### config.mk
export PLATFORM = sky130hd
export DESIGN_NAME = fixed_block_pool_allocator_top_flat
export DESIGN_NICKNAME = d
export VERILOG_FILES = /design/src/design/fbpa_pkg.sv /design/src/design/fbpa_req_if.sv /design/src/design/fbpa_rsp_if.sv /design/src/design/fbpa_ram.sv /design/src/design/fbpa_divider.sv /design/src/design/fbpa_datapath.sv /design/src/design/fbpa_ctrl.sv /design/src/design/fixed_block_pool_allocator_top.sv /design/src/flat_wrapper.sv
export SDC_FILE = /design/constraint.sdc
export NUM_CORES = 1
export LEC_CHECK = 0
export BUFFER_PORTS_ARGS = -buffer_cell sky130_fd_sc_hd__buf_2
export CORE_MARGIN = 3
export CORE_UTILIZATION = 50
export CTS_CLUSTER_SIZE = 28
export DETAILED_ROUTE_END_ITERATION = 6
export PLACE_DENSITY = 0.7
export SLEW_MARGIN = 20
export SYNTH_ARGS = -nofsm -noshare
export SYNTH_HDL_FRONTEND = slang
export SYNTH_SLANG_ARGS = --single-unit
### constraint.sdc
create_clock -name clock -period 6.75 [get_ports clock]
set_input_delay 1.0125 -clock clock [delete_from_list [all_inputs] [get_ports clock]]
set_output_delay 1.0125 -clock clock [all_outputs]
set_load 0.1 [all_outputs]
### src/design/fbpa_pkg.sv
package fbpa_pkg;

   localparam int MAX_SLOTS    = 64;
   localparam int HEADER_BYTES = 16;

   localparam int SLOT_IDX_W  = (MAX_SLOTS > 1) ? $clog2(MAX_SLOTS) : 1;
   localparam int COUNT_W     = $clog2(MAX_SLOTS + 1);
   localparam int ADDR_W      = 32;
   localparam int UNIT_W      = 13;
   localparam int SLOT_CNT_W  = 7;
   localparam int STRIDE_W    = 14;
   localparam int PROD_W      = SLOT_IDX_W + STRIDE_W;
   localparam int STATUS_W    = 3;
   localparam int CSR_INDEX_W = 2;
   localparam int CSR_DATA_W  = 32;
   localparam int DIV_STEPS   = ADDR_W;
   localparam int DIV_COUNT_W = $clog2(DIV_STEPS);

   localparam logic [ADDR_W-1:0]     POOL_BASE_RESET  = '0;
   localparam logic [UNIT_W-1:0]     UNIT_SIZE_RESET  = 13'd4;
   localparam logic [SLOT_CNT_W-1:0] SLOT_COUNT_RESET = 7'd5;

   typedef logic [CSR_INDEX_W-1:0] csr_index_type;
   localparam csr_index_type CSR_POOL_BASE  = 2'd0;
   localparam csr_index_type CSR_UNIT_SIZE  = 2'd1;
   localparam csr_index_type CSR_SLOT_COUNT = 2'd2;

   typedef enum logic [STATUS_W-1:0] {
      ST_ALLOCATED   = 3'd0,
      ST_EXHAUSTED   = 3'd1,
      ST_FREED       = 3'd2,
      ST_INVALID     = 3'd3,
      ST_DOUBLE_FREE = 3'd4
   } status_type;

   typedef struct packed {
      logic capture;
      logic pop;
      logic grant;
      logic div_start;
      logic check;
      logic load_rsp;
   } dp_cmd_type;

   typedef struct packed {
      logic div_done;
      logic rsp_free;
   } dp_status_type;

   function automatic logic [COUNT_W-1:0] eff_count(input logic [SLOT_CNT_W-1:0] sc);
      logic [COUNT_W-1:0] result;
      if (32'(sc) > 32'(MAX_SLOTS)) begin
         result = COUNT_W'(MAX_SLOTS);
      end else begin
         result = COUNT_W'(sc);
      end
      return result;
   endfunction

endpackage

### src/design/fbpa_req_if.sv
interface fbpa_req_if;
   logic                        valid;
   logic                        ready;
   logic                        mode;
   logic [fbpa_pkg::ADDR_W-1:0] free_address;

   modport source (output valid, output mode, output free_address, input ready);
   modport sink   (input valid, input mode, input free_address, output ready);
endinterface

### src/design/fbpa_rsp_if.sv
interface fbpa_rsp_if;
   logic                          valid;
   logic                          ready;
   logic [fbpa_pkg::STATUS_W-1:0] status;
   logic [fbpa_pkg::ADDR_W-1:0]   granted_address;

   modport source (output valid, output status, output granted_address, input ready);
   modport sink   (input valid, input status, input granted_address, output ready);
endinterface

### src/design/fbpa_ram.sv
module fbpa_ram #(
   parameter int WIDTH = 8,
   parameter int DEPTH = 16
) (
   input  logic                             clock,
   input  logic                             write_enable,
   input  logic [$clog2(DEPTH)-1:0]         write_address,
   input  logic [WIDTH-1:0]                 write_data,
   input  logic                             read_enable,
   input  logic [$clog2(DEPTH)-1:0]         read_address,
   output logic [WIDTH-1:0]                 read_data
);

   logic [WIDTH-1:0] mem [DEPTH];
   logic [WIDTH-1:0] read_data_ff;

   always_ff @(posedge clock) begin
      if (write_enable) begin
         mem[write_address] <= write_data;
      end
      if (read_enable) begin
         read_data_ff <= mem[read_address];
      end
   end

   assign read_data = read_data_ff;

endmodule

### src/design/fbpa_divider.sv
module fbpa_divider (
   input  logic                          clock,
   input  logic                          reset,
   input  logic                          start,
   input  logic [fbpa_pkg::ADDR_W-1:0]   dividend,
   input  logic [fbpa_pkg::STRIDE_W-1:0] divisor,
   output logic                          done,
   output logic [fbpa_pkg::ADDR_W-1:0]   quotient,
   output logic [fbpa_pkg::STRIDE_W-1:0] remainder
);

   logic                             busy_ff, busy_in;
   logic                             done_ff, done_in;
   logic [fbpa_pkg::DIV_COUNT_W-1:0] count_ff, count_in;
   logic [fbpa_pkg::STRIDE_W-1:0]    rem_ff, rem_in;
   logic [fbpa_pkg::ADDR_W-1:0]      quo_ff, quo_in;
   logic [fbpa_pkg::STRIDE_W:0]      trial;
   logic                             fits;

   assign trial = {rem_ff, quo_ff[fbpa_pkg::ADDR_W-1]};
   assign fits  = (trial >= {1'b0, divisor});

   always_comb begin
      busy_in  = busy_ff;
      done_in  = 1'b0;
      count_in = count_ff;
      rem_in   = rem_ff;
      quo_in   = quo_ff;
      if (start) begin
         busy_in  = 1'b1;
         count_in = '0;
         rem_in   = '0;
         quo_in   = dividend;
      end else if (busy_ff) begin
         // one quotient bit per cycle, restoring
         if (fits) begin
            rem_in = fbpa_pkg::STRIDE_W'(trial - {1'b0, divisor});
         end else begin
            rem_in = trial[fbpa_pkg::STRIDE_W-1:0];
         end
         quo_in   = {quo_ff[fbpa_pkg::ADDR_W-2:0], fits};
         count_in = count_ff + 1'b1;
         if (count_ff == fbpa_pkg::DIV_COUNT_W'(fbpa_pkg::DIV_STEPS - 1)) begin
            busy_in = 1'b0;
            done_in = 1'b1;
         end
      end
   end

   always_ff @(posedge clock) begin
      if (reset) begin
         busy_ff  <= 1'b0;
         done_ff  <= 1'b0;
         count_ff <= '0;
      end else begin
         busy_ff  <= busy_in;
         done_ff  <= done_in;
         count_ff <= count_in;
      end
      rem_ff <= rem_in;
      quo_ff <= quo_in;
   end

   assign done      = done_ff;
   assign quotient  = quo_ff;
   assign remainder = rem_ff;

endmodule

### src/design/fbpa_datapath.sv
module fbpa_datapath (
   input  logic                                 clock,
   input  logic                                 reset,
   input  fbpa_pkg::dp_cmd_type                 cmd,
   output fbpa_pkg::dp_status_type              stat,
   input  logic                                 req_mode,
   input  logic [fbpa_pkg::ADDR_W-1:0]          req_free_address,
   input  logic                                 csr_write_enable,
   input  fbpa_pkg::csr_index_type              csr_index,
   input  logic [fbpa_pkg::CSR_DATA_W-1:0]      csr_write_data,
   output logic                                 rsp_valid,
   input  logic                                 rsp_ready,
   output logic [fbpa_pkg::STATUS_W-1:0]        rsp_status,
   output logic [fbpa_pkg::ADDR_W-1:0]          rsp_granted_address
);

   localparam int IW = fbpa_pkg::SLOT_IDX_W;
   localparam int CW = fbpa_pkg::COUNT_W;

   logic [fbpa_pkg::ADDR_W-1:0]     pool_base_ff, pool_base_in;
   logic [fbpa_pkg::UNIT_W-1:0]     unit_size_ff, unit_size_in;
   logic [fbpa_pkg::SLOT_CNT_W-1:0] slot_count_ff, slot_count_in;
   logic [fbpa_pkg::ADDR_W-1:0]     addr_ff, addr_in;
   logic                            mode_ff, mode_in;
   logic [CW-1:0]                   depth_ff, depth_in;
   logic [CW-1:0]                   fresh_ff, fresh_in;
   logic [fbpa_pkg::MAX_SLOTS-1:0]  in_use_ff, in_use_in;
   logic [IW-1:0]                   idx_ff, idx_in;
   logic                            ok_ff, ok_in;
   logic                            from_stack_ff, from_stack_in;
   logic [fbpa_pkg::PROD_W-1:0]     prod_ff, prod_in;
   fbpa_pkg::status_type            status_ff, status_in;
   logic                            rsp_valid_ff, rsp_valid_in;
   logic [fbpa_pkg::STATUS_W-1:0]   rsp_status_ff, rsp_status_in;
   logic [fbpa_pkg::ADDR_W-1:0]     rsp_addr_ff, rsp_addr_in;

   logic                            reinit;
   logic [fbpa_pkg::STRIDE_W-1:0]   stride;
   logic [fbpa_pkg::ADDR_W-1:0]     offset;
   logic [IW-1:0]                   grant_idx;
   logic [IW-1:0]                   free_idx;
   logic                            free_ok;

   logic                            ram_we, ram_re;
   logic [IW-1:0]                   ram_waddr, ram_raddr;
   logic [IW-1:0]                   ram_rdata;

   logic                            div_done;
   logic [fbpa_pkg::ADDR_W-1:0]     div_quo;
   logic [fbpa_pkg::STRIDE_W-1:0]   div_rem;

   assign stride = fbpa_pkg::STRIDE_W'(unit_size_ff) +
                   fbpa_pkg::STRIDE_W'(fbpa_pkg::HEADER_BYTES);
   assign offset = addr_ff - pool_base_ff - fbpa_pkg::ADDR_W'(fbpa_pkg::HEADER_BYTES);
   assign grant_idx = from_stack_ff ? ram_rdata : idx_ff;
   assign free_idx  = div_quo[IW-1:0];
   assign free_ok   = (div_rem == '0) &&
                      (div_quo < fbpa_pkg::ADDR_W'(fbpa_pkg::eff_count(slot_count_ff)));

   fbpa_ram #(
      .WIDTH (IW),
      .DEPTH (fbpa_pkg::MAX_SLOTS)
   ) u_stack (
      .clock         (clock),
      .write_enable  (ram_we),
      .write_address (ram_waddr),
      .write_data    (free_idx),
      .read_enable   (ram_re),
      .read_address  (ram_raddr),
      .read_data     (ram_rdata)
   );

   fbpa_divider u_div (
      .clock     (clock),
      .reset     (reset),
      .start     (cmd.div_start),
      .dividend  (offset),
      .divisor   (stride),
      .done      (div_done),
      .quotient  (div_quo),
      .remainder (div_rem)
   );

   always_comb begin
      pool_base_in  = pool_base_ff;
      unit_size_in  = unit_size_ff;
      slot_count_in = slot_count_ff;
      addr_in       = addr_ff;
      mode_in       = mode_ff;
      depth_in      = depth_ff;
      fresh_in      = fresh_ff;
      in_use_in     = in_use_ff;
      idx_in        = idx_ff;
      ok_in         = ok_ff;
      from_stack_in = from_stack_ff;
      prod_in       = prod_ff;
      status_in     = status_ff;
      rsp_valid_in  = rsp_valid_ff;
      rsp_status_in = rsp_status_ff;
      rsp_addr_in   = rsp_addr_ff;
      ram_we        = 1'b0;
      ram_re        = 1'b0;
      ram_waddr     = depth_ff[IW-1:0];
      ram_raddr     = IW'(depth_ff - 1'b1);
      reinit        = 1'b0;

      if (csr_write_enable) begin
         reinit = csr_index inside {fbpa_pkg::CSR_POOL_BASE, fbpa_pkg::CSR_UNIT_SIZE,
                                    fbpa_pkg::CSR_SLOT_COUNT};
         case (csr_index)
            fbpa_pkg::CSR_POOL_BASE: begin
               pool_base_in = csr_write_data;
            end
            fbpa_pkg::CSR_UNIT_SIZE: begin
               unit_size_in = csr_write_data[fbpa_pkg::UNIT_W-1:0];
            end
            fbpa_pkg::CSR_SLOT_COUNT: begin
               slot_count_in = csr_write_data[fbpa_pkg::SLOT_CNT_W-1:0];
            end
            default: begin
            end
         endcase
      end

      if (cmd.capture) begin
         mode_in = req_mode;
         addr_in = req_free_address;
      end

      if (cmd.pop) begin
         if (depth_ff != '0) begin
            depth_in      = depth_ff - 1'b1;
            ram_re        = 1'b1;
            from_stack_in = 1'b1;
            ok_in         = 1'b1;
         end else if (fresh_ff != '0) begin
            fresh_in      = fresh_ff - 1'b1;
            idx_in        = IW'(fresh_ff - 1'b1);
            from_stack_in = 1'b0;
            ok_in         = 1'b1;
         end else begin
            from_stack_in = 1'b0;
            ok_in         = 1'b0;
         end
      end

      if (cmd.grant) begin
         idx_in  = grant_idx;
         prod_in = fbpa_pkg::PROD_W'(grant_idx) * fbpa_pkg::PROD_W'(stride);
         if (ok_ff) begin
            in_use_in[grant_idx] = 1'b1;
            status_in = fbpa_pkg::ST_ALLOCATED;
         end else begin
            status_in = fbpa_pkg::ST_EXHAUSTED;
         end
      end

      if (cmd.check) begin
         if (!free_ok) begin
            status_in = fbpa_pkg::ST_INVALID;
         end else if (!in_use_ff[free_idx]) begin
            status_in = fbpa_pkg::ST_DOUBLE_FREE;
         end else begin
            in_use_in[free_idx] = 1'b0;
            if (depth_ff < CW'(fbpa_pkg::MAX_SLOTS)) begin
               ram_we   = 1'b1;
               depth_in = depth_ff + 1'b1;
            end
            status_in = fbpa_pkg::ST_FREED;
         end
      end

      if (rsp_valid_ff && rsp_ready) begin
         rsp_valid_in = 1'b0;
      end
      if (cmd.load_rsp) begin
         rsp_valid_in  = 1'b1;
         rsp_status_in = status_ff;
         if (!mode_ff && status_ff == fbpa_pkg::ST_ALLOCATED) begin
            rsp_addr_in = pool_base_ff + fbpa_pkg::ADDR_W'(prod_ff) +
                          fbpa_pkg::ADDR_W'(fbpa_pkg::HEADER_BYTES);
         end else begin
            rsp_addr_in = '0;
         end
      end

      if (reinit) begin
         depth_in  = '0;
         in_use_in = '0;
         fresh_in  = fbpa_pkg::eff_count(slot_count_in);
      end
   end

   always_ff @(posedge clock) begin
      if (reset) begin
         pool_base_ff  <= fbpa_pkg::POOL_BASE_RESET;
         unit_size_ff  <= fbpa_pkg::UNIT_SIZE_RESET;
         slot_count_ff <= fbpa_pkg::SLOT_COUNT_RESET;
         depth_ff      <= '0;
         fresh_ff      <= fbpa_pkg::eff_count(fbpa_pkg::SLOT_COUNT_RESET);
         in_use_ff     <= '0;
         rsp_valid_ff  <= 1'b0;
      end else begin
         pool_base_ff  <= pool_base_in;
         unit_size_ff  <= unit_size_in;
         slot_count_ff <= slot_count_in;
         depth_ff      <= depth_in;
         fresh_ff      <= fresh_in;
         in_use_ff     <= in_use_in;
         rsp_valid_ff  <= rsp_valid_in;
      end
      addr_ff       <= addr_in;
      mode_ff       <= mode_in;
      idx_ff        <= idx_in;
      ok_ff         <= ok_in;
      from_stack_ff <= from_stack_in;
      prod_ff       <= prod_in;
      status_ff     <= status_in;
      rsp_status_ff <= rsp_status_in;
      rsp_addr_ff   <= rsp_addr_in;
   end

   assign stat.div_done       = div_done;
   assign stat.rsp_free       = !rsp_valid_ff || rsp_ready;
   assign rsp_valid           = rsp_valid_ff;
   assign rsp_status          = rsp_status_ff;
   assign rsp_granted_address = rsp_addr_ff;

endmodule

### src/design/fbpa_ctrl.sv
module fbpa_ctrl (
   input  logic                    clock,
   input  logic                    reset,
   input  logic                    req_valid,
   input  logic                    req_mode,
   output logic                    req_ready,
   input  fbpa_pkg::dp_status_type stat,
   output fbpa_pkg::dp_cmd_type    cmd
);

   typedef enum logic [2:0] {
      IDLE,
      ALLOC_POP,
      ALLOC_GRANT,
      FREE_START,
      FREE_DIV,
      FREE_CHECK,
      DONE
   } state_type;

   state_type state_ff, state_in;

   always_comb begin
      state_in = state_ff;
      cmd      = '0;
      case (state_ff)
         IDLE: begin
            if (req_valid) begin
               cmd.capture = 1'b1;
               state_in    = req_mode ? FREE_START : ALLOC_POP;
            end
         end
         ALLOC_POP: begin
            cmd.pop  = 1'b1;
            state_in = ALLOC_GRANT;
         end
         ALLOC_GRANT: begin
            cmd.grant = 1'b1;
            state_in  = DONE;
         end
         FREE_START: begin
            cmd.div_start = 1'b1;
            state_in      = FREE_DIV;
         end
         FREE_DIV: begin
            if (stat.div_done) begin
               state_in = FREE_CHECK;
            end
         end
         FREE_CHECK: begin
            cmd.check = 1'b1;
            state_in  = DONE;
         end
         DONE: begin
            if (stat.rsp_free) begin
               cmd.load_rsp = 1'b1;
               state_in     = IDLE;
            end
         end
         default: begin
            state_in = IDLE;
         end
      endcase
   end

   always_ff @(posedge clock) begin
      if (reset) begin
         state_ff <= IDLE;
      end else begin
         state_ff <= state_in;
      end
   end

   assign req_ready = (state_ff == IDLE);

endmodule

### src/design/fixed_block_pool_allocator_top.sv
// Fixed-size block pool allocator. Slots of HEADER_BYTES header plus unit_size payload bytes
// are laid out from pool_base; an alloc request pops the most recently freed slot (or else
// the highest slot never handed out) and returns its payload address, a free request checks
// the address and pushes the slot back. Each request gives exactly one response. An alloc
// request passes through ALLOC_POP and ALLOC_GRANT, a free request through FREE_START,
// FREE_DIV, where the bit-serial divider works out the slot index, one quotient bit per
// cycle, and FREE_CHECK; both then wait in DONE until the output register can take the
// response. One request is in work at a time, and the next one is accepted while a response
// still waits in the output register. A write to any of the three configuration registers
// frees every slot and restarts the pool; a write to an unused index is ignored.
module fixed_block_pool_allocator_top (
   input  logic                            clock,
   input  logic                            reset,
   fbpa_req_if.sink                        req,
   fbpa_rsp_if.source                      rsp,
   input  logic                            csr_write_enable,
   input  logic [fbpa_pkg::CSR_INDEX_W-1:0] csr_index,
   input  logic [fbpa_pkg::CSR_DATA_W-1:0] csr_write_data
);

   fbpa_pkg::dp_cmd_type    cmd;
   fbpa_pkg::dp_status_type stat;

   fbpa_ctrl u_ctrl (
      .clock     (clock),
      .reset     (reset),
      .req_valid (req.valid),
      .req_mode  (req.mode),
      .req_ready (req.ready),
      .stat      (stat),
      .cmd       (cmd)
   );

   fbpa_datapath u_dp (
      .clock               (clock),
      .reset               (reset),
      .cmd                 (cmd),
      .stat                (stat),
      .req_mode            (req.mode),
      .req_free_address    (req.free_address),
      .csr_write_enable    (csr_write_enable),
      .csr_index           (csr_index),
      .csr_write_data      (csr_write_data),
      .rsp_valid           (rsp.valid),
      .rsp_ready           (rsp.ready),
      .rsp_status          (rsp.status),
      .rsp_granted_address (rsp.granted_address)
   );

endmodule
### src/flat_wrapper.sv
// flat-port wrapper written by rule: the top's interface ports become plain ports
module fixed_block_pool_allocator_top_flat 
  (clock, reset, csr_write_enable, csr_index, csr_write_data, req_valid, req_mode, req_free_address, req_ready, rsp_valid, rsp_status, rsp_granted_address, rsp_ready);
  fbpa_req_if req_i ();
  fbpa_rsp_if rsp_i ();
  input  logic clock;
  input  logic reset;
  input  logic csr_write_enable;
  input  logic [fbpa_pkg::CSR_INDEX_W-1:0] csr_index;
  input  logic [fbpa_pkg::CSR_DATA_W-1:0] csr_write_data;
  input wire logic [$bits(req_i.valid)-1:0] req_valid;
  input wire logic [$bits(req_i.mode)-1:0] req_mode;
  input wire logic [$bits(req_i.free_address)-1:0] req_free_address;
  output wire logic [$bits(req_i.ready)-1:0] req_ready;
  output wire logic [$bits(rsp_i.valid)-1:0] rsp_valid;
  output wire logic [$bits(rsp_i.status)-1:0] rsp_status;
  output wire logic [$bits(rsp_i.granted_address)-1:0] rsp_granted_address;
  input wire logic [$bits(rsp_i.ready)-1:0] rsp_ready;
  assign req_i.valid = req_valid;
  assign req_i.mode = req_mode;
  assign req_i.free_address = req_free_address;
  assign req_ready = req_i.ready;
  assign rsp_valid = rsp_i.valid;
  assign rsp_status = rsp_i.status;
  assign rsp_granted_address = rsp_i.granted_address;
  assign rsp_i.ready = rsp_ready;
  fixed_block_pool_allocator_top u_core (.clock(clock), .reset(reset), .req(req_i), .rsp(rsp_i), .csr_write_enable(csr_write_enable), .csr_index(csr_index), .csr_write_data(csr_write_data));
endmodule
After elaboration in Yosys (flattened, before gate mapping)
Memories as Yosys holds them, arrays and structs flattened. A register that Yosys moved wholly into a read port is not among the register bits.
Cells that the tools add are included.

operators by class
  $add $sub $neg = 10
  reduce and logical (&&, ||, !) cells = 31
  divide/modulo/power cells = 0
  $mul = 1
  magnitude comparators = 9
  multiplexer cells = 67
  eq/ne operators = 14
  shift operators = 0
  bitwise logic cells = 4

operators with widths
  cell                     number
  $mux W64                 5
  $mux W7                  14
  $and A64 B64 Y64         1
  $mux W32                 2
  $not A64 Y64             1
  $or A64 B64 Y64          1
  $add A32 B20 Y32         1
  $add A32 B5 Y32 const B  1
  $lt A32 B7 Y1            1
  $sub A32 B32 Y32         1
  $sub A32 B5 Y32 const B  1
  $mux W6                  5
  $mux W1                  28
  $mux W3                  7
  $mul A6 B14 Y20          1
  $pmux W3 S6              1
  $ge A15 B14 Y1           1
  $add A13 B5 Y14 const B  1
  $gt A7 B7 Y1 const B     2
  $logic_not A14 Y1        1
  $lt A6 B7 Y1 const B     2
  $mux W14                 1
  $reduce_bool A2 Y1       7
  $reduce_bool A7 Y1       2
  28 further kinds         48

storage, ports and cells
  register bits after elaboration = 286
  input port bits = 72
  latch bits = 0
  memory bits (writable) = 384
  memories kept = 1
  output and inout bits = 37
  memory bits (read-only) = 0
  word-level logic and storage cells = 159

memory list
  memory                   words  bits a word  rd ports  clocked after Yosys merged registers in  write ports  line            RTL
  u_core.u_dp.u_stack.mem  64     6            1         1                                        1            fbpa_ram.sv:14  logic [WIDTH-1:0] mem [DEPTH];

Depth between registers and ports, before layout
Gate-level depths: netlist (run 1).

  word-level depth = 12
  depth in mapped cells = 20
  depth with buffers taken out = 19

Hierarchy
From an unflattened synthesis (run 1), not the netlist that was laid out.

second synthesis, totals
  cells, all modules = 2,796
  area, all modules = 34,426.8 µm²

modules (own cells, without submodules)
  module         instances  cells each  sequential area each (µm²)  area each (µm²)
  fbpa_datapath  1          1,778       5,595.4                     15,798.9
  fbpa_ram       1          720         11,711.2                    15,285.9
  fbpa_divider   1          268         1,381.3                     3,060.4
  fbpa_ctrl      1          30          60.1                        281.5

Worst setup path before layout (run 1)
No wires, ideal clock.

  path type = register to register
  from = register u_core.u_dp.from_stack_ff
  to = register u_core.u_dp.prod_ff[17] (netlist bit) (data pin)
  buffers on the path = 3
  data required time = 6.492 ns
  setup time = 0.258 ns
  clock period less this slack = 5.194 ns
  arrival = 4.935 ns
  setup slack = 1.556 ns
  cell stages (with the launch flop) = 21
  path through = edfxtp_1 > clkbuf_1 > mux2i_1 > clkbuf_1 > buf_1 > nor2_1 > fa_1 > inv_1 > fa_1 > fa_1 > inv_1 > ha_1 > a21o_1 > a21oi_1 > o21bai_1 > a211o_1 > nand3_1 > nand4_1 > a31o_2 > a21oi_1 > xnor2_1

between the ends
  longest elaborated chain between the ends = 2

RTL lines
  element                 line                  RTL
  start, declared         fbpa_datapath.sv:30   logic from_stack_ff, from_stack_in;
  start signal, assigned  fbpa_datapath.sv:216  from_stack_ff <= from_stack_in;
  $mux W6                 fbpa_datapath.sv:55   assign grant_idx = from_stack_ff ? ram_rdata : idx_ff;
  $mul A6 B14 Y20         fbpa_datapath.sv:149  prod_in = fbpa_pkg::PROD_W'(grant_idx) * fbpa_pkg::PROD_W'(stride);
  end signal, assigned    fbpa_datapath.sv:217  prod_ff <= prod_in;
  end, declared           fbpa_datapath.sv:31   logic [fbpa_pkg::PROD_W-1:0] prod_ff, prod_in;

Every way passes these cells.
A chain may end at the register's enable or synchronous reset.

Worst setup path in the final report (run 1)
  from = register u_core.u_dp.from_stack_ff
  to = register u_core.u_dp.prod_ff[18] (netlist bit) (data pin)

Same word-level chain as after synthesis.

==> reports/metrics.csv, run 1 <==
stage,metric,value,unit
global_route,grt.overflow.total,0,
route,via_per_inst,5.863,
global_route,grt_pass1_wl,126300,µm
worst_setup_path,cp-startpoint,u_core.u_dp.from_stack_ff,
worst_setup_path,arrival,5.68,ns
route,wirelength,80750,µm
cts,clock_sinks,676,
sta,tightest_slew,1.218,ns
placement,post-place-cells,3520,
sta,period_share,0.7897,
cts,cts_made_buffers,73,
cells_and_area,fin_cells,3655,
yosys,yosys.area.top_type_share,0.4683,
worst_setup_path,start_kind,flop,
route,met1_length,32860,µm
global_route,grt_antenna_before_repair,1,
route,drc_errors,0,
route,highest_layer,met4,
hold_path,hp-start,u_core.u_dp.status_ff[2],
yosys,synth_area,33410,µm²
placement,port_buffers,108,
yosys,yosysTopAreaCell,edfxtp_1,
status,run_status,"complete, no violations",
placement,dpl.hpwl,55780,µm
power_and_ir_drop,p_per_area,276.8,nW/µm²
global_route,grt_max_degree,76,
yosys,synth_top_flop_cell,edfxtp_1,
sta,final_hold_viol_count,0,
floorplanning,io_pins,109,
floorplanning,die_h,264.5,µm
route,ant_nets,0,
hold_path,hp-class,flop to flop,
yosys,synthesis.nets,2897,
hold_path,worstHoldPathCells,0,
global_route,groute.usage.overall,0.2321,
sta,maxSlewHeadroom,0.1814,
power_and_ir_drop,p_leak,0.01359,µW
sta,slew_viol_final,0,
floorplanning,num_rows,94,
yosys,synth_cell_types,73,
cts,cts_hold_buf,0,
sta,report.final.setup_viol,0,
power_and_ir_drop,vdd_ir_drop_max,255.9,µV
cells_and_area,num-nets-final,3010,
cells_and_area,area_delta_synth_final,12.22,%
yosys,synthCells,2618,
route,drtIter0Drc,1888,
worst_setup_path,crit_type,flop to flop,
floorplanning,die_w,264.5,µm
route,met2_length,40030,µm
worst_setup_path,critical_path.max_fanout,10,
sta,tns,0,ns
worst_setup_path,reg2reg_depth,17,
cells_and_area,drive_gt1_frac,0.1566,
worst_setup_path,crit_required,7.10,ns
cts,worstSkewPairLatency,0.65,ns
yosys,synth_edf_count,521,
yosys,synthArstFlopShare,0,
route,first_pass_iters,7,
sta,rsz0062_at_grt,no,
placement,dp_worst_setup_slack,1.464,ns
run,drv_cap,0,
floorplanning,coreArea,65980,µm²
sta,fin_crit,5.331,ns
route,via_count,21430,
route,wl_met3,4569,µm
cts,clkTransAtPathRegs,0.06,ns
placement,gp_congestion,0.8742,
worst_setup_path,endpoint_kind,flop,
sta,clock.fmax,0.1876,GHz
yosys,synthTopCellsByArea,"edfxtp_1, dfxtp_1, mux4_2",
floorplanning,initial_core_util,0.5063,
cts,cts_tree,built,
sta,layout_setup_ws,1.419,ns
yosys,synth-seq-area-share,0.5612,
cts,postCtsSetupBuffers,0,
yosys,syn_area_per_cell,12.76,µm²
yosys,netlist_top_cells_count,"edfxtp_1, nor2_1, nand2_1, inv_1, a21oi_1",
sta,skew,0.03902,ns
cts,cts.repair.resized,0,
cts,cts.path.max_buffers,3,
cts,cts.htree.levels,3,
yosys,synth.most_common_cell,edfxtp_1,
global_route,grt_pass1_vias,22040,
yosys,yosys_warnings,0,
floorplanning,fp.dieArea,69950,µm²
route,wl_per_cell,22.09,µm
yosys,synth_seq_cells,676,
worst_setup_path,worstReg2RegStart,u_core.u_dp.from_stack_ff,
cells_and_area,final_core_util,0.5682,
cts,root_buffer,clkbuf_16,
[flip-flops by register name (all words and copies together), names as in the netlist, 14 cells and up]
register / cells
u_core.u_dp.u_stack.mem: 384
u_core.u_dp.in_use_ff: 64
u_core.u_dp.addr_ff: 32
u_core.u_dp.pool_base_ff: 32
u_core.u_dp.rsp_granted_address: 32
u_core.u_dp.u_div.quotient: 32
u_core.u_dp.prod_ff: 20
u_core.u_dp.u_div.remainder: 14
[metal layers]
| metal | vias to the layer above | GRT usage |
|---|---|---|
| li1 | 9923 | - |
| met1 | 10550 | 0.2949 |
| met2 | 756 | 0.3989 |
| met3 | 199 | 0.03833 |
| met4 | 0 | 0.09485 |
| met5 | - | 0 |
[where the power goes]
| part | switching, µW | internal [µW] |
|---|---|---|
| Sequential | 110 | 4610 |
| Combinational | 993 | 650 |
| Clock | 1710 | 2300 |
| Total | 2820 | 7560 |
[layout by cell type, fill, tap and decap left out, types with 11 or more instances in the layout]
cell type	instances
a211oi_1	85
a21o_1	38
a21oi_1	184
a31oi_1	15
and3_1	11
buf_2	108
buf_4	41
clkbuf_1	20
clkbuf_16	74
dfxtp_1	153
edfxtp_1	521
fa_1	52
ha_1	154
inv_1	185
mux2i_1	47
mux4_2	133
nand2_1	195
nand2b_1	30
nand3_1	27
nor2_1	236
nor2b_1	19
nor3_1	49
nor4_1	16
o21a_1	18
o21ai_0	83
o31ai_1	13
or3_1	12
xnor2_1	53
xor2_1	43
[through the flow]
step           total power [µW]  hold slack [ns]  instance area (µm²)
6_report                  10370           0.4858                37490
5_1_grt                   10820           0.5092                37480
4_1_cts                   10440           0.4948                37460
3_5_place_dp               6430           0.4815                34990
3_3_place_gp               6396           0.4788                34980
2_1_floorplan              5970           0.4177                33410
[final timing paths]
kind / to / slack, ns
worst max-delay path: u_core.u_dp.prod_ff[18] / 1.42
worst min-delay path: u_core.u_dp.rsp_status[2] / 0.49
worst max register to register: u_core.u_dp.prod_ff[18] / 1.42
worst min register to register: u_core.u_dp.rsp_status[2] / 0.49
[logic make-up (layout without fill, tap and decap cells)]
logic type      count (synthesis)  count (layout)  share of synthesized area
compound gates                488             488                    0.09120
buf+inv                       297             469                    0.03435
fa+ha+maj                     207             207                    0.08922
mux                           190             190                     0.1071
xor+xnor                       99              99                    0.02596
simple gates                  661             661                    0.09094
flops                         676             676                     0.5612
other cells                     0               1                          0
[area by class of cell]
cell class | instances | area (µm²)
Fill cell | 5237 | 28490
Sequential cell | 676 | 18750
Multi-Input combinational cell | 1645 | 13630
Clock buffer | 104 | 2064
Tap cell | 864 | 1081
Timing Repair Buffer | 150 | 859.6
Inverter | 185 | 694.4
Clock inverter | 30 | 404.1
Antenna cell | 1 | 2.502
[worst max-delay path, stage by stage, from the launching register on]
cell and delay (ns):
edfxtp_1 0.64, mux2i_1 0.62, buf_4 0.29, nor2_1 0.07, fa_1 0.48, fa_1 0.49, inv_1 0.05, fa_1 0.53
inv_1 0.04, ha_1 0.34, o21ai_0 0.24, nor2_1 0.08, a221oi_1 0.40, a211oi_1 0.18, nand4_1 0.13, and4b_1 0.24
a21oi_1 0.09, xor2_1 0.14
(Power assumes the default switching activity.)
==> inputs of run 2 (changes only) <==
--- a/config.mk
+++ b/config.mk
@@ -10,7 +10,7 @@
 export CORE_UTILIZATION = 50
 export CTS_CLUSTER_SIZE = 28
 export DETAILED_ROUTE_END_ITERATION = 6
-export PLACE_DENSITY = 0.7
+export PLACE_DENSITY = 0.73
 export SLEW_MARGIN = 20
 export SYNTH_ARGS = -nofsm -noshare
 export SYNTH_HDL_FRONTEND = slang
==> constraint.sdc (replaced) <==
create_clock -name clock -period 4.7 [get_ports clock]
set_input_delay 0.705 -clock clock [delete_from_list [all_inputs] [get_ports clock]]
set_output_delay 0.705 -clock clock [all_outputs]
set_load 0.1 [all_outputs]
==> run 2 against run 1 <==
  * Non-clock buffer count increased by 129
  * Largest cell class unchanged
  * Sequential share of layout area down 1.6 points
  * Fmax increased by 16%
  * Setup slack got worse by 1.3 ns
  * Total power increased by 44%
  * Critical endpoint unchanged
  * Sequential power is 43% higher
  * Worst hold slack worse by 0.24 ns
  * Critical path type unchanged
  * Clock skew fell by 0.0054 ns
  * Critical path depth is 2 higher
==> reports/metrics.csv, run 2 (synthesized netlist as in run 1, its figures left out) <==
stage,metric,value,unit
worst_setup_path,critical_path.max_fanout,7,
power_and_ir_drop,p_per_area,385.1,nW/µm²
sta,report.final.setup_viol,0,
cts,clock_sinks,676,
global_route,groute.usage.overall,0.2332,
floorplanning,io_pins,109,
placement,gp_congestion,0.9148,
global_route,grt.overflow.total,0,
worst_setup_path,crit_type,flop to flop,
route,via_count,22140,
route,wl_per_cell,21.58,µm
floorplanning,fp.dieArea,69950,µm²
worst_setup_path,cp_slowest_cell,fa_1,
worst_setup_path,critical-path-top-delay-family,adder cells,
worst_setup_path,endpoint_kind,flop,
route,first_pass_iters,5,
route,ant_nets,0,
cts,cts_tree,built,
worst_setup_path,crit_chain,buf_12 -> mux2i_4 -> buf_4 -> buf_6 -> nor2_2 -> fa_1 -> fa_1 -> inv_1 -> fa_1 -> inv_1 -> ha_4 -> nand2_1 -> nor2_1 -> a221oi_2 -> a211oi_2 -> nand4_1 -> and4b_1 -> a21oi_2 -> xor2_1,
cells_and_area,multiInputGateArea,13870,µm²
sta,final_hold_viol_count,0,
floorplanning,num_rows,94,
global_route,grt_antenna_before_repair,3,
floorplanning,die_h,264.5,µm
worst_setup_path,cp_slowest_stage_delay,0.55,ns
cells_and_area,layout_common_cells,"edfxtp_1, nor2_1, nand2_1",
sta,layout_setup_ws,0.1192,ns
cells_and_area,area_delta_synth_final,15.96,%
worst_setup_path,path_buf_inv,5,
route,drc_errors,0,
route,wirelength,81590,µm
sta,skew,0.03361,ns
cells_and_area,seq_area,18750,µm²
worst_setup_path,critPathMostFrequentCell,fa_1,
sta,period_share,0.9746,
sta,tightest_slew,1.126,ns
sta,fin_crit,4.581,ns
route,via_per_inst,5.857,
route,drtIter0Drc,1872,
cells_and_area,largest_reg_flops,384,
cells_and_area,regMostFlops,u_core.u_dp.u_stack.mem,
power_and_ir_drop,p_leak,0.01425,µW
cells_and_area,num-nets-final,3137,
cells_and_area,drive_gt1_frac,0.2042,
floorplanning,initial_core_util,0.5063,
sta,clock.fmax,0.2183,GHz
power_and_ir_drop,vdd_ir_drop_max,346.1,µV
cts,root_buffer,clkbuf_16,
cts,cts_made_buffers,71,
cts,clkTransAtPathRegs,0.06,ns
sta,maxSlewHeadroom,0.2476,
cells_and_area,fill_cells,5032,
worst_setup_path,start_kind,flop,
cells_and_area,final_common_cell,edfxtp_1,
cts,cts.htree.levels,3,
global_route,grt_pass1_vias,22390,
hold_path,hp-class,input port to flop,
placement,dp_worst_setup_slack,-0.1121,ns
cts,worstSkewPairLatency,0.63,ns
floorplanning,coreArea,65980,µm²
floorplanning,die_w,264.5,µm
global_route,grt_pass1_wl,127600,µm
worst_setup_path,arrival,4.96,ns
placement,dpl.hpwl,55900,µm
placement,port_buffers,108,
run,drv_cap,0,
cells_and_area,reg_top3,"u_core.u_dp.u_stack.mem (384), u_core.u_dp.in_use_ff (64)",
global_route,grt_max_degree,103,
status,run_status,"complete, no violations",
power_and_ir_drop,power,14920,µW
worst_setup_path,crit_required,5.08,ns
sta,hold_ws,0.2471,ns
cts,cts_hold_buf,0,
cts,cts.path.max_buffers,3,
sta,slew_viol_final,0,
-- run 2: stage by stage --
step | TNS [ns] | area (µm²) | util | cells
6_report | 0 | 38740 | 0.5871 | 3780
3_5_place_dp | -0.3094 | 35910 | 0.5443 | 3630
4_1_cts | 0 | 38330 | 0.5810 | 3759
2_1_floorplan | 0 | 33480 | - | 2618
3_3_place_gp | 0 | 35900 | 0.5441 | 3630
5_1_grt | -0.1136 | 38730 | 0.5870 | 3778
-- run 2: power breakdown --
| group | internal (µW) | total, µW | switching, µW |
|---|---|---|---|
| Sequential | 6620 | 6770 | 149 |
| Combinational | 1030 | 2500 | 1470 |
| Clock | 3260 | 5640 | 2380 |
| Total | 10900 | 14900 | 4000 |
-- run 2: final cells by class --
class	count	area share
flip-flops and latches	676	0.4841
multi-input cells	1645	0.3582
clock buffers	95	0.05171
repair buffers	279	0.05049
well taps	864	0.02791
inverters	185	0.01793
clock inverters	34	0.009529
diodes	2	0.0001292
-- run 2: what timing repair did --
| action | CTS | global route |
|---|---|---|
| buffers inserted | 0 | 18 |
| pin swaps | 0 | 16 |
| resized for setup | 9 | 47 |
| cloned | 0 | 1 |
| endpoints found under the setup margin | 3 | 5 |
-- run 2: path summary, 6_finish.rpt --
| kind | from | to | slack (ns) | cells after the start |
|---|---|---|---|---|
| min | req_free_address[22] | u_core.u_dp.addr_ff[22] | 0.25 | 1 |
| max reg2reg | u_core.u_dp.from_stack_ff | u_core.u_dp.prod_ff[18] | 0.12 | 19 |
| max | u_core.u_dp.from_stack_ff | u_core.u_dp.prod_ff[18] | 0.12 | 19 |
| min reg2reg | u_core.u_dp.pool_base_ff[4] | u_core.u_dp.pool_base_ff[4] | 0.48 | 2 |
-- run 2: worst reg2reg max path: cells and delay by family, from the launching register on --
kind / cells / cell delay (ns)
multiplexers: 1 / 0.24
flip-flops: 1 / 0.47
adder cells (fa/ha/maj): 4 / 1.84
XOR/XNOR: 1 / 0.08
buffers and inverters: 5 / 0.63
AO/OA/AOI/OAI: 3 / 0.54
AND/OR/NAND/NOR: 5 / 0.56
-- run 2: layer usage --
metal  vias up  share of wire  GRT usage
li1      10170              -          -
met1     11000           0.40     0.2970
met2       794           0.50     0.4031
met3       172          0.067    0.04604
met4         2          0.034    0.07702
met5         -        0.00013          0
